<file path="src/hw/rtl/bsap_pkg.sv">
package bsap_pkg;

  // Window length of the moving average; must be a power of two.
  localparam int HISTORY_DEPTH = 8;
  localparam int DEPTH_LOG2    = $clog2(HISTORY_DEPTH);
  localparam int RUN_W         = $clog2(HISTORY_DEPTH + 1);

  localparam int POS_W   = 16;
  localparam int TIME_W  = 48;
  localparam int SPEED_W = 16;
  localparam int SUM_W   = SPEED_W + DEPTH_LOG2;

  // Squared distance, fixed-point root and the scaled dividend.
  localparam int D2_W     = 2 * POS_W + 1;
  localparam int FRAC_W   = 8;
  localparam int DIST_W   = (D2_W + 2 * FRAC_W + 1) / 2;
  localparam int RAD_W    = 2 * DIST_W;
  localparam int REM_W    = DIST_W + 3;
  localparam int SQ_CNT_W = $clog2(DIST_W);

  localparam int US_W             = 20;
  localparam logic [US_W-1:0] US_PER_S = 20'd1000000;
  localparam int MUL_W            = DIST_W + US_W;
  localparam int DIVD_W           = MUL_W - FRAC_W;
  localparam int DV_CNT_W         = $clog2(SPEED_W);

  typedef enum logic [3:0] {
    S_IDLE,
    S_PREP,
    S_SQX,
    S_SQY,
    S_SQRT_GO,
    S_SQRT,
    S_MUL,
    S_DIV_GO,
    S_DIV,
    S_WIN,
    S_OUT
  } state_t;

  typedef struct packed {
    logic               push;
    logic               valid;
    logic               playing;
    logic [SPEED_W-1:0] speed;
  } win_upd_t;

endpackage

</file>
<file path="src/hw/rtl/bsap_sqrt.sv">
module bsap_sqrt
  import bsap_pkg::*;
(
  input  logic              clk,
  input  logic              rst,
  input  logic              start,
  input  logic [RAD_W-1:0]  radicand,
  output logic              done,
  output logic [DIST_W-1:0] root
);

  logic                busy;
  logic [RAD_W-1:0]    rad_sr;
  logic [REM_W-1:0]    rem;
  logic [SQ_CNT_W-1:0] cnt;
  logic [REM_W-1:0]    rem_sh;
  logic [REM_W-1:0]    trial;
  logic                fits;

  // One result bit per cycle: two radicand bits enter the partial remainder.
  always_comb begin
    rem_sh = {rem[REM_W-3:0], rad_sr[RAD_W-1 -: 2]};
    trial  = REM_W'({root, 2'b01});
    fits   = rem_sh >= trial;
  end

  always_ff @(posedge clk) begin
    if (rst) begin
      busy <= 1'b0;
      done <= 1'b0;
    end else begin
      done <= 1'b0;
      if (start) begin
        busy   <= 1'b1;
        rad_sr <= radicand;
        rem    <= '0;
        root   <= '0;
        cnt    <= '0;
      end else if (busy) begin
        rad_sr <= {rad_sr[RAD_W-3:0], 2'b00};
        rem    <= fits ? rem_sh - trial : rem_sh;
        root   <= {root[DIST_W-2:0], fits};
        cnt    <= cnt + 1'b1;
        if (cnt == SQ_CNT_W'(DIST_W - 1)) begin
          busy <= 1'b0;
          done <= 1'b1;
        end
      end
    end
  end

endmodule

</file>
<file path="src/hw/rtl/bsap_div.sv">
module bsap_div
  import bsap_pkg::*;
(
  input  logic               clk,
  input  logic               rst,
  input  logic               start,
  input  logic [DIVD_W-1:0]  dividend,
  input  logic [TIME_W-1:0]  divisor,
  output logic               done,
  output logic [SPEED_W-1:0] quotient
);

  localparam int HI_W = DIVD_W - SPEED_W;

  logic                busy;
  logic [TIME_W-1:0]   rem;
  logic [SPEED_W-1:0]  lo_sr;
  logic [DV_CNT_W-1:0] cnt;
  logic [TIME_W:0]     rem_sh;
  logic                fits;
  logic                ovf;

  always_comb begin
    rem_sh = {rem, lo_sr[SPEED_W-1]};
    fits   = rem_sh >= {1'b0, divisor};
    // A quotient that needs more than the speed width saturates at once.
    ovf    = TIME_W'(dividend[DIVD_W-1:SPEED_W]) >= divisor;
  end

  always_ff @(posedge clk) begin
    if (rst) begin
      busy <= 1'b0;
      done <= 1'b0;
    end else begin
      done <= 1'b0;
      if (start) begin
        if (ovf) begin
          quotient <= '1;
          done     <= 1'b1;
        end else begin
          busy     <= 1'b1;
          rem      <= TIME_W'(dividend[DIVD_W-1 -: HI_W]);
          lo_sr    <= dividend[SPEED_W-1:0];
          quotient <= '0;
          cnt      <= '0;
        end
      end else if (busy) begin
        rem      <= fits ? TIME_W'(rem_sh - {1'b0, divisor}) : rem_sh[TIME_W-1:0];
        lo_sr    <= {lo_sr[SPEED_W-2:0], 1'b0};
        quotient <= {quotient[SPEED_W-2:0], fits};
        cnt      <= cnt + 1'b1;
        if (cnt == DV_CNT_W'(SPEED_W - 1)) begin
          busy <= 1'b0;
          done <= 1'b1;
        end
      end
    end
  end

endmodule

</file>
<file path="src/hw/rtl/bsap_window.sv">
module bsap_window
  import bsap_pkg::*;
(
  input  logic               clk,
  input  logic               rst,
  input  win_upd_t           upd,
  output logic [SPEED_W-1:0] peak
);

  logic [SPEED_W-1:0] window [HISTORY_DEPTH];
  logic [SUM_W-1:0]   sum;
  logic [SUM_W-1:0]   sum_next;
  logic [RUN_W-1:0]   run;
  logic [RUN_W-1:0]   run_next;
  logic [SPEED_W-1:0] avg;
  logic [SPEED_W-1:0] peak_base;

  // The running sum drops the oldest entry as the newest enters. The run
  // counter holds how many of the newest entries are valid, so the window is
  // wholly valid when it reaches the depth.
  always_comb begin
    sum_next  = sum - SUM_W'(window[0]) + SUM_W'(upd.speed);
    if (!upd.valid) begin
      run_next = '0;
    end else if (run == RUN_W'(HISTORY_DEPTH)) begin
      run_next = run;
    end else begin
      run_next = run + 1'b1;
    end
    avg       = SPEED_W'(sum_next >> DEPTH_LOG2);
    peak_base = upd.playing ? peak : '0;
  end

  always_ff @(posedge clk) begin
    if (rst) begin
      for (int i = 0; i < HISTORY_DEPTH; i++) begin
        window[i] <= '0;
      end
      sum  <= '0;
      run  <= RUN_W'(HISTORY_DEPTH);
      peak <= '0;
    end else if (upd.push) begin
      for (int i = 0; i < HISTORY_DEPTH - 1; i++) begin
        window[i] <= window[i+1];
      end
      window[HISTORY_DEPTH-1] <= upd.speed;
      sum <= sum_next;
      run <= run_next;
      if (run_next == RUN_W'(HISTORY_DEPTH) && avg > peak_base) begin
        peak <= avg;
      end else begin
        peak <= peak_base;
      end
    end
  end

endmodule

</file>
<file path="src/hw/rtl/ball_speed_average_peak_core.sv">
// Ball speed estimator with a peak hold on the moving-average speed. Each
// input item is one tracking frame; each produces exactly one result item
// with the instantaneous speed in mm/s (saturated, zero when not computable),
// its valid flag and the held peak of the fully valid window average. Items
// are handled one at a time: a frame whose speed can be computed passes
// through the 25-step bit-serial square root and the 16-step bit-serial
// divider, which saturates at once when the quotient is too large for the
// speed width. The next frame is taken while a result still waits in the
// output register; in_ready is high only between frames.
module ball_speed_average_peak_core
  import bsap_pkg::*;
(
  input  logic                     clk,
  input  logic                     rst,
  input  logic                     in_valid,
  output logic                     in_ready,
  input  logic                     ball_present,
  input  logic signed [POS_W-1:0]  ball_x,
  input  logic signed [POS_W-1:0]  ball_y,
  input  logic        [TIME_W-1:0] sample_time,
  input  logic                     playing,
  output logic                     out_valid,
  input  logic                     out_ready,
  output logic        [SPEED_W-1:0] speed,
  output logic                     speed_valid,
  output logic        [SPEED_W-1:0] peak_speed
);

  state_t state;
  state_t state_next;

  logic [POS_W-1:0]   prev_x;
  logic [POS_W-1:0]   prev_y;
  logic [TIME_W-1:0]  prev_time;
  logic               first_frame;

  logic [POS_W-1:0]   cx;
  logic [POS_W-1:0]   cy;
  logic [TIME_W-1:0]  ct;
  logic               play;

  logic [POS_W-1:0]   ax;
  logic [POS_W-1:0]   ay;
  logic [TIME_W-1:0]  dt;
  logic               spd_ok;
  logic [D2_W-1:0]    d2;
  logic [DIST_W-1:0]  dist_q8;
  logic [DIVD_W-1:0]  dividend;
  logic [SPEED_W-1:0] speed_r;

  logic [POS_W:0]     dx_c;
  logic [POS_W:0]     dy_c;
  logic [POS_W-1:0]   ax_c;
  logic [POS_W-1:0]   ay_c;
  logic [TIME_W-1:0]  dt_c;
  logic               ok_c;
  logic [POS_W-1:0]   mul_a;
  logic [2*POS_W-1:0] sq;
  logic [MUL_W-1:0]   prod;

  logic               sqrt_done;
  logic [DIST_W-1:0]  root;
  logic               div_done;
  logic [SPEED_W-1:0] quotient;
  logic [SPEED_W-1:0] peak;
  logic               out_free;
  win_upd_t           win_upd;

  always_comb begin
    dx_c  = {cx[POS_W-1], cx} - {prev_x[POS_W-1], prev_x};
    dy_c  = {cy[POS_W-1], cy} - {prev_y[POS_W-1], prev_y};
    ax_c  = dx_c[POS_W] ? POS_W'(-dx_c) : dx_c[POS_W-1:0];
    ay_c  = dy_c[POS_W] ? POS_W'(-dy_c) : dy_c[POS_W-1:0];
    dt_c  = ct - prev_time;
    ok_c  = !first_frame && ct != '0 && prev_time != '0 && dt_c != '0;
    mul_a = (state == S_SQX) ? ax : ay;
    sq    = mul_a * mul_a;
    prod  = MUL_W'(dist_q8) * MUL_W'(US_PER_S);
    out_free = !out_valid || out_ready;
  end

  always_ff @(posedge clk) begin
    if (rst) begin
      state <= S_IDLE;
    end else begin
      state <= state_next;
    end
  end

  always_comb begin
    state_next       = state;
    in_ready         = 1'b0;
    win_upd.push     = 1'b0;
    win_upd.valid    = spd_ok;
    win_upd.playing  = play;
    win_upd.speed    = speed_r;
    case (state)
      S_IDLE: begin
        in_ready = 1'b1;
        if (in_valid) begin
          state_next = S_PREP;
        end
      end
      S_PREP:    state_next = ok_c ? S_SQX : S_WIN;
      S_SQX:     state_next = S_SQY;
      S_SQY:     state_next = S_SQRT_GO;
      S_SQRT_GO: state_next = S_SQRT;
      S_SQRT: begin
        if (sqrt_done) begin
          state_next = S_MUL;
        end
      end
      S_MUL:     state_next = S_DIV_GO;
      S_DIV_GO:  state_next = S_DIV;
      S_DIV: begin
        if (div_done) begin
          state_next = S_WIN;
        end
      end
      S_WIN: begin
        win_upd.push = 1'b1;
        state_next   = S_OUT;
      end
      S_OUT: begin
        if (out_free) begin
          state_next = S_IDLE;
        end
      end
      default:   state_next = S_IDLE;
    endcase
  end

  // Stored previous sample.
  always_ff @(posedge clk) begin
    if (rst) begin
      prev_x      <= '0;
      prev_y      <= '0;
      prev_time   <= '0;
      first_frame <= 1'b1;
    end else if (state == S_PREP) begin
      prev_x      <= cx;
      prev_y      <= cy;
      prev_time   <= ct;
      first_frame <= 1'b0;
    end
  end

  // Per-frame working registers.
  always_ff @(posedge clk) begin
    case (state)
      S_IDLE: begin
        if (in_valid) begin
          cx   <= ball_present ? ball_x : '0;
          cy   <= ball_present ? ball_y : '0;
          ct   <= ball_present ? sample_time : '0;
          play <= playing;
        end
      end
      S_PREP: begin
        ax      <= ax_c;
        ay      <= ay_c;
        dt      <= dt_c;
        spd_ok  <= ok_c;
        speed_r <= '0;
      end
      S_SQX: d2 <= D2_W'(sq);
      S_SQY: d2 <= d2 + D2_W'(sq);
      S_SQRT: begin
        if (sqrt_done) begin
          dist_q8 <= root;
        end
      end
      S_MUL: dividend <= prod[MUL_W-1:FRAC_W];
      S_DIV: begin
        if (div_done) begin
          speed_r <= quotient;
        end
      end
      default: ;
    endcase
  end

  // Output register.
  always_ff @(posedge clk) begin
    if (rst) begin
      out_valid <= 1'b0;
    end else if (state == S_OUT && out_free) begin
      out_valid <= 1'b1;
    end else if (out_ready) begin
      out_valid <= 1'b0;
    end
  end

  always_ff @(posedge clk) begin
    if (state == S_OUT && out_free) begin
      speed       <= speed_r;
      speed_valid <= spd_ok;
      peak_speed  <= peak;
    end
  end

  bsap_sqrt u_sqrt (
    .clk      (clk),
    .rst      (rst),
    .start    (state == S_SQRT_GO),
    .radicand (RAD_W'({d2, {(2*FRAC_W){1'b0}}})),
    .done     (sqrt_done),
    .root     (root)
  );

  bsap_div u_div (
    .clk      (clk),
    .rst      (rst),
    .start    (state == S_DIV_GO),
    .dividend (dividend),
    .divisor  (dt),
    .done     (div_done),
    .quotient (quotient)
  );

  bsap_window u_window (
    .clk  (clk),
    .rst  (rst),
    .upd  (win_upd),
    .peak (peak)
  );

endmodule

</file>
<file path="config.mk">
export PLATFORM = sky130hd
export DESIGN_NAME = ball_speed_average_peak_core
export DESIGN_NICKNAME = d
export VERILOG_FILES = /design/src/hw/rtl/bsap_pkg.sv /design/src/hw/rtl/bsap_sqrt.sv /design/src/hw/rtl/bsap_div.sv /design/src/hw/rtl/bsap_window.sv /design/src/hw/rtl/ball_speed_average_peak_core.sv
export SDC_FILE = /design/constraint.sdc
export NUM_CORES = 2
export LEC_CHECK = 0
export BUFFER_PORTS_ARGS = -buffer_cell sky130_fd_sc_hd__buf_4
export CORE_ASPECT_RATIO = 2
export CORE_MARGIN = 2
export CORE_UTILIZATION = 45
export DETAILED_ROUTE_END_ITERATION = 6
export PLACE_DENSITY_LB_ADDON = 0.15
export SYNTH_ARGS = -nofsm -noshare
export SYNTH_HDL_FRONTEND = slang
export SYNTH_SLANG_ARGS = --single-unit
</file>
<file path="constraint.sdc">
create_clock -name clk -period 31.6 [get_ports clk]
set_clock_uncertainty 0.1 [all_clocks]
set_input_delay 1.58 -clock clk [delete_from_list [all_inputs] [get_ports clk]]
set_output_delay 1.58 -clock clk [all_outputs]
set_load 0.01 [all_outputs]
</file>
==> flow_summary.toml <==
[sta]
tightest_slew_ns = 1.321
post-route-period-util_pct = 33.07
setup_viol = 0
rsz0062_at_grt = "no"
hold_violations = 0
fmax_ghz = 0.09569
relSlewSlack_pct = 11.09
final.min_clock_period_ns = 10.45
slew_violations = 0
setup_tns_ns = 0

[grt]
grt-ovfl-total = 0
grt_max_degree = 98
grt_pass1_vias = 38850
grt_pass1_wl_mm = 204.1
grt_usage_pct = 21.88
antenna_found_initial = 1

[clock_tree]
hold_buffers = 0
clkTransAtPathRegs_ns = 0.06
clk_path_buf_depth = 3
post_cts_resized = 0
cts_inserted_buffers = 73
htree_levels = 3
cts_tree = "done"
root_buffer = "clkbuf_16"
cts_setup_buffers = 0
clock_latency_ns = 0.69
cts.sinks = 737

[synth]
postSynth.asyncResetShare_pct = 0
synthTopCellsByArea = "edfxtp_1 (35%), ha_1 (12%), fa_1 (11%), dfxtp_1 (5.0%), inv_1 (4.6%)"
ys_seq_area_share_pct = 40.08
syn_avg_cell_area_um2 = 10.05
yosys.area.top_type = "edfxtp_1"
synth_nets = 6020
synthMuxAreaShare_pct = 1.401
syn_area_mm2 = 0.05199
yosys_warnings = 0
synth_top_family_by_area = "adder cells"
synth-simple-area-share_pct = 14.28
synthCells = 5171
synthFlopType = "edfxtp_1"
synth_edf_count = 608
yosys.area_share.adder_pct = 22.42
synth_compound_area_share_pct = 11.54
post-synth-top-area-fraction_pct = 35.12
ys_types = 89
ys_ff_latch = 737
synth_xor_area_share_pct = 4.582

[cells_and_area]
syn_to_final_growth_pct = 9.937
seq_area_mm2 = 0.02084
multi_input_area_mm2 = 0.02827
fill_cells = 10710
final_cell_mix = "inv_1 (636), nand2_1 (614), edfxtp_1 (608)"
drive_gt1_share_pct = 6.355
nNetsFinal = 6109
layout_commonest_cell = "inv_1"

[worst_setup_path]
worstSetupEndpointType = "flip-flop"
start_kind = "flip-flop"
cp_max_fo = 20
cp_slowest_cell = "mux2i_1"
cp_common_cell = "fa_1"
critPathKind = "flip-flop to flip-flop"
cp.arrival_ns = 10.75
slowest_delay_ns = 0.73
worstPathRequired_ns = 31.90

[die]
fp-row-count = 176
die_y_um = 484.7
coreArea_mm2 = 0.1147
die_area_mm2 = 0.1184
io_pins = 121
initial_core_util_pct = 45.32
die_w_um = 244.4

[outcome]
outcome = "completed"

[detailed_routing]
wl_per_cell_um = 18.56
post-route-drc-count = 0
vias = 36490
drt-initial-drc-count = 1673
dr.pass1.iters = 5
wl_mm = 126.8
post_drt_via_cell_ratio = 5.340
ant_nets = 0

[placed_design]
port_buffers = 120
dp_hpwl_mm = 99.84
finalWeightedCongestion = 0.9564

[min_path]
hp-class = "flip-flop to flip-flop"

[job]
drv_cap = 0
per-layer routing:
metal	track usage, %	part of all wire, %	vias to the layer above
li1	-	-	17850
met1	21.54	35	17800
met2	43.71	57	590
met3	1.907	2.3	261
met4	12.46	5.9	0
met5	0	0	-
final cells by class:
class,instances,area share [%]
inverters,645,4.253
flip-flops and latches,737,36.46
repair buffers,157,2.062
clock inverters,45,1.055
clock buffers,89,3.389
diodes,1,0.004378
well taps,1513,3.312
multi-input cells,3646,49.46
kinds of logic (layout without fill, tap and decap cells):
group / Yosys count / count (layout)
AND/OR/NAND/NOR: 1588 / 1588
multiplexers: 71 / 71
flip-flops: 737 / 737
adder cells (fa/ha/maj): 763 / 763
other: 0 / 1
AO/OA/AOI/OAI: 952 / 952
XOR/XNOR: 272 / 272
buffers and inverters: 788 / 936
cells in the mapped netlist, drive strengths merged (19+ instances only):
cell type and count:
inv 638, nand2 615, edfxtp 608, ha 482
nor2 366, a21oi 350, fa 281, and2 220
o21ai 181, xnor2 178, dfxtp 129, clkbuf 128
a21o 122, xor2 94, nor3 66, nor2b 62
mux2i 57, nand3 57, nor4 40, nand4 38
o21a 37, o21bai 34, nand2b 33, or3 27
a31oi 24, and3 24, o211ai 24, a21boi 23
a211oi 19, a22o 19
stage by stage:
| step | utilization (%) | hold slack (ns) | worst slack [ns] | cell area (um2) | cells |
|---|---|---|---|---|---|
| 4_1_cts | 49.82 | 0.3508 | 21.11 | 57160 | 6832 |
| 5_1_grt | 49.82 | 0.3559 | 20.44 | 57160 | 6833 |
| 3_3_place_gp | 47.60 | 0.3317 | 21.39 | 54620 | 6698 |
| 6_report | 49.82 | 0.3518 | 21.15 | 57160 | 6833 |
| 3_5_place_dp | 47.60 | 0.3344 | 21.12 | 54620 | 6698 |
| 2_1_floorplan | - | 0.3228 | 21.68 | 51990 | 5171 |
critical path, delay by kind of cell (launching register included):
kind,cells,cell delay [ns]
fa+ha+maj,8,3.63
compound gates,11,2.61
simple gates,7,1.15
buf+inv,6,1.14
mux,1,0.73
flops,1,0.48
xor+xnor,2,0.33
registers in the layout (all words and copies together) (netlist names), 19 cells and up:
signal / count
ct: 48
d2: 33
dist_q8: 25
dividend: 37
dt: 48
prev_time: 48
u_div.rem: 48
u_sqrt.rad_sr: 34
u_sqrt.rem: 26
u_sqrt.root: 25
u_window.sum: 19
u_window.window: 128
path summary, 6_finish.rpt:
kind | slack [ns] | endpoint | cells after the start | start
setup / recovery | 21.15 | d2[32] | 35 | state[1]
hold / removal | 0.35 | dist_q8[10] | 0 | u_sqrt.root[10]
setup reg to reg | 21.15 | d2[32] | 35 | state[1]
hold reg to reg | 0.35 | dist_q8[10] | 0 | u_sqrt.root[10]
Power is not shown: default switching activity piles up to over one toggle a cycle in this logic, so the estimate is an artifact.
